$ cat src/rtl/core/hvn_pkg.sv
// Shared types and constants for the heightfield vertex normal generator.
package hvn_pkg;

    // Configuration register indexes
    localparam logic [1:0] CFG_GRID_WIDTH = 2'd0;
    localparam logic [1:0] CFG_GRID_DEPTH = 2'd1;

    localparam logic [8:0] CFG_DIM_RESET = 9'd256;
    localparam logic [8:0] CFG_DIM_MIN   = 9'd2;

    // Vertical code step of a triangle normal (one unit of height is ten codes)
    localparam logic [15:0] HEIGHT_UNIT = 16'd10;

    localparam logic [30:0] HEIGHT_UNIT_SQ = 31'd100;

    // Quotient limits of the two scaling passes
    localparam logic [14:0] TRI_QMAX = 15'd4096;
    localparam logic [3:0]  TRI_TOP_BIT = 4'd12;
    localparam logic [3:0]  OUT_TOP_BIT = 4'd14;

    localparam logic [2:0] LAST_TRI = 3'd7;
    localparam logic [3:0] NUM_TAPS = 4'd9;

    typedef enum logic [2:0] {
        NU_IDLE,
        NU_SQ,
        NU_CAND,
        NU_MUL1,
        NU_MUL2,
        NU_CMP
    } t_nu_state;

    typedef enum logic [2:0] {
        ST_IDLE,
        ST_READ,
        ST_TRI,
        ST_TLEN,
        ST_SCALE,
        ST_WAIT,
        ST_FLEN,
        ST_DONE
    } t_ctl_state;

    // Request to the scaling unit: round(mag * 2^fb / sqrt(len2))
    typedef struct packed {
        logic        start;
        logic        fine;   // 1: Q1.15 output pass, 0: Q1.12 triangle pass
        logic [15:0] mag;
        logic [30:0] len2;
    } t_nu_req;

    typedef struct packed {
        logic        done;
        logic [14:0] q;
    } t_nu_rsp;

endpackage

$ cat src/rtl/core/hvn_norm_unit.sv
// Bit-serial scaling unit: nearest integer to mag * 2^fb / sqrt(len2).
module hvn_norm_unit (
    input  logic             i_clk,
    input  logic             i_rst_n,
    input  hvn_pkg::t_nu_req i_req,
    output hvn_pkg::t_nu_rsp o_rsp
);

    hvn_pkg::t_nu_state r_state, n_state;

    logic        r_fine;
    logic [15:0] r_mag;
    logic [30:0] r_len2;
    logic [63:0] r_rhs;
    logic [14:0] r_q;
    logic [14:0] r_cand;
    logic        r_over;
    logic [15:0] r_t;
    logic [31:0] r_sq;
    logic [62:0] r_prod;
    logic [3:0]  r_bit;
    logic        r_done;

    logic [31:0] mag2;
    logic [14:0] cand;

    assign mag2 = r_mag * r_mag;
    assign cand = r_q | (15'd1 << r_bit);

    always_ff @(posedge i_clk) begin
        if (!i_rst_n) begin
            r_state <= hvn_pkg::NU_IDLE;
        end else begin
            r_state <= n_state;
        end
    end

    always_comb begin
        n_state = r_state;
        unique case (r_state)
            hvn_pkg::NU_IDLE: if (i_req.start) n_state = hvn_pkg::NU_SQ;
            hvn_pkg::NU_SQ:   n_state = hvn_pkg::NU_CAND;
            hvn_pkg::NU_CAND: n_state = hvn_pkg::NU_MUL1;
            hvn_pkg::NU_MUL1: n_state = hvn_pkg::NU_MUL2;
            hvn_pkg::NU_MUL2: n_state = hvn_pkg::NU_CMP;
            hvn_pkg::NU_CMP: begin
                n_state = (r_bit == 4'd0) ? hvn_pkg::NU_IDLE : hvn_pkg::NU_CAND;
            end
            default: n_state = hvn_pkg::NU_IDLE;
        endcase
    end

    always_ff @(posedge i_clk) begin
        if (!i_rst_n) begin
            r_done <= 1'b0;
        end else begin
            r_done <= (r_state == hvn_pkg::NU_CMP) && (r_bit == 4'd0);
        end
    end

    // Largest q with (2q-1)^2 * len2 <= mag^2 * 2^(2fb+2), found MSB first
    always_ff @(posedge i_clk) begin
        unique case (r_state)
            hvn_pkg::NU_IDLE: begin
                if (i_req.start) begin
                    r_fine <= i_req.fine;
                    r_mag  <= i_req.mag;
                    r_len2 <= i_req.len2;
                end
            end
            hvn_pkg::NU_SQ: begin
                r_rhs <= r_fine ? {mag2, 32'd0} : {6'd0, mag2, 26'd0};
                r_q   <= '0;
                r_bit <= r_fine ? hvn_pkg::OUT_TOP_BIT : hvn_pkg::TRI_TOP_BIT;
            end
            hvn_pkg::NU_CAND: begin
                r_cand <= cand;
                r_t    <= {cand, 1'b0} - 16'd1;
                r_over <= !r_fine && (cand > hvn_pkg::TRI_QMAX);
            end
            hvn_pkg::NU_MUL1: r_sq <= r_t * r_t;
            hvn_pkg::NU_MUL2: r_prod <= 63'(r_sq * r_len2);
            hvn_pkg::NU_CMP: begin
                if (!r_over && ({1'b0, r_prod} <= r_rhs)) begin
                    r_q <= r_cand;
                end
                if (r_bit != 4'd0) begin
                    r_bit <= r_bit - 4'd1;
                end
            end
            default: ;
        endcase
    end

    assign o_rsp.done = r_done;
    assign o_rsp.q    = r_q;

endmodule

$ cat config.mk
export PLATFORM = sky130hd
export DESIGN_NAME = hvn_norm_unit
export DESIGN_NICKNAME = d
export VERILOG_FILES = /design/src/rtl/core/hvn_pkg.sv /design/src/rtl/core/hvn_norm_unit.sv
export SDC_FILE = /design/constraint.sdc
export NUM_CORES = 2
export LEC_CHECK = 0
export ABC_AREA = 1
export BUFFER_PORTS_ARGS = -buffer_cell sky130_fd_sc_hd__buf_4
export CAP_MARGIN = 25
export CORE_MARGIN = 8
export CORE_UTILIZATION = 27
export CTS_CLUSTER_SIZE = 14
export DETAILED_ROUTE_END_ITERATION = 10
export GPL_TIMING_DRIVEN = 1
export PLACE_DENSITY = 0.51
export SLEW_MARGIN = 40
export SYNTH_ARGS = -nofsm -noshare
export SYNTH_HDL_FRONTEND = slang
export SYNTH_SLANG_ARGS = --single-unit
$ cat constraint.sdc
create_clock -name i_clk -period 7.87 [get_ports i_clk]
set_input_delay 1.9675 -clock i_clk [delete_from_list [all_inputs] [get_ports i_clk]]
set_output_delay 1.9675 -clock i_clk [all_outputs]
set_load 0.02 [all_outputs]
# == Word-level counts from Yosys, hierarchy flattened ==
# Cells that the tools add are included.
# Widths: inputs -> output; s select.
# classes
addsub,2
shift,1
order_cmp,2
n_mux,9
n_eq_ne,8
bitwise,1
n_mul,3
reduce_logical,12
# ops
cell,count
$le 63x64->1,1
$mul 16x16->32,2
$mul 32x31->63,1
$mux 58,1
$pmux 15 s2,1
$pmux 3 s6,1
$sub 16x1->16 const B,1
$gt 15x13->1 const B,1
$mux 15,1
$or 15x15->15,1
$shl 1x4->15 const A,1
$pmux 4 s2,1
$eq 3x2->1 const B,2
$eq 3x3->1 const B,2
$reduce_and 2->1,3
$logic_not 4->1,1
$mux 2,2
$mux 4,1
$ne 2x1->1 const B,2
$reduce_bool 4->1,1
$sub 4x1->4 const B,1
$eq 3x1->1 const B,1
$logic_and 1x1->1,3
$logic_not 3->1,1
other kinds (4),5
# totals
out_inout_bits,16
elab_cells,53
in_bits,51
regBits,262

# == Depth between registers and ports, before layout ==
# depth
depth_word,4
depth_mapped,32
mapped_depth_nobuf,31

# == Worst setup path before layout ==
# OpenSTA, ideal clock, no wires.
# synth_path
path_type,reg-to-reg
start,reg r_len2[4]
end,reg r_prod[48] (data pin)
slack_ns,1.612
arrival_ns,6.005
synth_period_minus_slack_ns,6.258
setup_time_ns,0.253
required_time_ns,7.617
n_path_buf,1
path_stages_with_launch,27
path_cell_list,edfxtp_1 > clkbuf_1 > nand2_1 > fa_1 > inv_1 > fa_1 > fa_1 > inv_1 > fa_1 > inv_1 > fa_1 > fa_1 > fa_1 > inv_1 > fa_1 > inv_1 > ha_1 > nand2_2 > inv_1 > nand2_1 > nand3_1 > a21oi_1 > nor2_1 > nor2_1 > nand3_1 > nand2_1 > nand2_1
# synth_between
elab_chain_cells,1
# synth_lines
element,line_no,source
from (decl),hvn_norm_unit.sv:13,logic [30:0] r_len2;
from (signal assigned),hvn_norm_unit.sv:68,r_len2 <= i_req.len2;
$mul 32x31->63,hvn_norm_unit.sv:82,hvn_pkg::NU_MUL2: r_prod <= 63'(r_sq * r_len2);
to (signal assigned),hvn_norm_unit.sv:82,
to (decl),hvn_norm_unit.sv:20,logic [62:0] r_prod;
# No other way between the ends.
# A chain may end at the register's enable or synchronous reset.

# == Worst setup path in the final report ==
# layout_path
start,reg r_sq[14]
end,reg r_prod[37] (data pin)
# layout_between
elab_chain_cells,1
# layout_lines
element,line_no,source
from (decl),hvn_norm_unit.sv:19,logic [31:0] r_sq;
from (signal assigned),hvn_norm_unit.sv:81,hvn_pkg::NU_MUL1: r_sq <= r_t * r_t;
$mul 32x31->63,hvn_norm_unit.sv:82,
# No other way between the ends.

==> impl_metrics.json <==
{
  "setup_violations": 0,
  "avgViaCountPerCell": 4.28,
  "cts.clk_slew.worst_paths_ps": 60,
  "wl_per_cell_um": 16.1,
  "core_area_mm2": 0.217,
  "cp_data_required_time_ps": 8200,
  "root_buffer": "clkbuf_16",
  "max_freq_ghz": 0.129,
  "critPathCaptureType": "flip-flop",
  "overflow": 0,
  "cts_made_buffers": 36,
  "synth_edf_count": 228,
  "wirelength_mm": 165,
  "period_share_pct": 98.4,
  "drt-initial-drc-count": 2503,
  "critical_path_class": "flip-flop to flip-flop",
  "globalplace.congestion": 0.880,
  "die_w_um": 482,
  "antenna_found_initial": 1,
  "max-cap-violations": 0,
  "rrSetupSlack_ps": 130,
  "ys_types": 54,
  "worstHoldEndpoint": "r_state[0]",
  "numPortBuffers": 66,
  "drcViolationCount": 0,
  "cp.arrival_ps": 8070,
  "track_usage_pct": 14.5,
  "fin_crit_ps": 7740,
  "area_growth_pct": 9.73,
  "ys.flop_type": "edfxtp_1",
  "layout_common_cells": "inv_1 (2338), nand2_1 (2051), fa_1 (1164), ha_1 (503), edfxtp_1 (228)",
  "holdCritPathClass": "flip-flop to flip-flop",
  "async_reset_ff_share_pct": 0,
  "ioPinCount": 67,
  "ys_warn_count": 0,
  "grt_setup_unrepaired": "no",
  "grt_pass1_wl_mm": 267,
  "clk_latency_ps": 610,
  "initial_utilization_pct": 27.1,
  "cts.sinks": 232,
  "cts_resized": 0,
  "post-cts-setup-buffers": 0,
  "ys_seq_area_share_pct": 11.8,
  "firstDrtPassIters": 5,
  "fin_nets": 9088,
  "syn_area_per_cell_um2": 7.96,
  "setup_tns_ps": 0,
  "postCtsHoldBufs": 0,
  "hold_viol": 0,
  "synth_top_area_share_pct": 39.8,
  "grt_pass1_vias": 47800,
  "r2r_end": "r_prod[37]",
  "h-tree-depth": 2,
  "grt_max_degree": 47,
  "synth.cell_area_mm2": 0.0586,
  "chipHeight_um": 482,
  "drive_gt1_share_pct": 4.92,
  "cp-start-kind": "flip-flop",
  "cts_tree": "yes",
  "skew_ps": 36.4,
  "synth_area_leaders": "fa_1 (40%), inv_1 (15%), nand2_1 (13%), edfxtp_1 (12%), ha_1 (11%)",
  "synth_top_area_cell": "fa_1",
  "hpwl_mm": 142,
  "hold_path_depth": 1,
  "hold_start": "r_state[0]",
  "ant_nets": 0,
  "cts_buffer_depth": 3,
  "rr_worst_depth": 23,
  "path_max_fanout": 12,
  "relSlewSlack_pct": 43.3,
  "num_rows": 171,
  "worst_pin_slew_ps": 850,
  "dieArea_mm2": 0.232,
  "syn_nets": 9082,
  "vias": 43900,
  "status": "complete, no violations",
  "slew_violations": 0,
  "synth_cells": 7364,
  "r2r_start": "r_sq[14]",
  "final_common_cell": "inv_1",
  "ys_ff_latch": 232
}
==> kinds of logic (layout without fill, tap and decap cells) <==
logic type | count (synthesis) | count (layout) | synth area share (%)
fa+ha+maj | 1667 | 1667 | 50.5
xor+xnor | 95 | 95 | 1.42
buf+inv | 2590 | 2622 | 16.6
simple gates | 2590 | 2590 | 17.8
flops | 232 | 232 | 11.8
compound gates | 189 | 189 | 1.85
other cells | 0 | 1 | 0
mux | 1 | 1 | 0.0171
==> layout make-up <==
cell class              count  area (um^2)
flip-flops and latches    232         6930
clock buffers              44          941
fillers                 23300       152000
multi-input cells        4542        42000
inverters                2347         8820
well taps                2854         3570
diodes                      1         2.50
repair buffers            211         1830
clock inverters            20          249
==> critical path, stage by stage (launching register included) <==
cell	delay, ps
edfxtp_1	710
buf_4	350
nand2_1	100
inv_1	60
fa_1	530
inv_1	50
fa_1	470
inv_1	50
fa_1	490
fa_1	590
fa_1	430
fa_1	470
fa_1	560
inv_1	70
fa_1	500
inv_1	50
ha_1	480
nand2_2	150
nor2_2	180
nand2_1	150
nor2_1	400
nand3_1	300
nand4_1	170
nand2_1	140
==> Yosys cell counts (12+ instances only) <==
cell type	number
nand4_1	44
nand2_1	2051
a21oi_1	110
nand2_2	21
nand3_2	12
ha_1	503
nand3_1	139
xnor2_1	24
inv_1	2339
edfxtp_1	228
nor2_1	227
o21ai_0	40
nor2_2	24
fa_1	1164
clkbuf_1	236
nor3_1	26
xor2_1	71
==> worst max path at each step <==
stage	startpoint	endpoint	slack, ps	cells after the start
floorplan	r_len2[4]	r_prod[48]	1610	26
global placement	r_sq[23]	r_prod[37]	90	18
detailed placement	r_sq[26]	r_prod[37]	220	21
CTS	r_sq[26]	r_prod[37]	180	21
global route	r_sq[14]	r_prod[40]	10	23
finish	r_sq[14]	r_prod[37]	130	23
==> sequential cells by signal (all words and copies together) (netlist names) <==
name and count:
r_state 3, r_cand 15, r_sq 30, r_len2 31, r_mag 16, r_done 1
r_over 1, r_t 15, r_q 15, r_bit 4, r_fine 1, r_rhs 37
r_prod 63
==> stage by stage <==
stage	util [%]	area, um^2	setup slack [ps]	hold WS, ps	cells
2_1_floorplan	-	58600	1610	426	7364
3_3_place_gp	29.0	62800	92.4	486	10200
3_5_place_dp	29.1	63000	216	496	10200
4_1_cts	29.6	64100	177	510	10200
5_1_grt	29.7	64300	9.88	531	10300
6_report	29.7	64300	126	504	10300
==> routing by layer <==
layer	vias to the layer above	GRT usage, %	share of wire, %
met5	-	0	0
met4	0	4.14	3.1
met3	197	1.99	4.7
li1	20800	-	-
met2	929	24.2	47
met1	21900	19.7	46
Power is not shown: default switching activity piles up to over one toggle a cycle in this logic, so the estimate is an artifact.
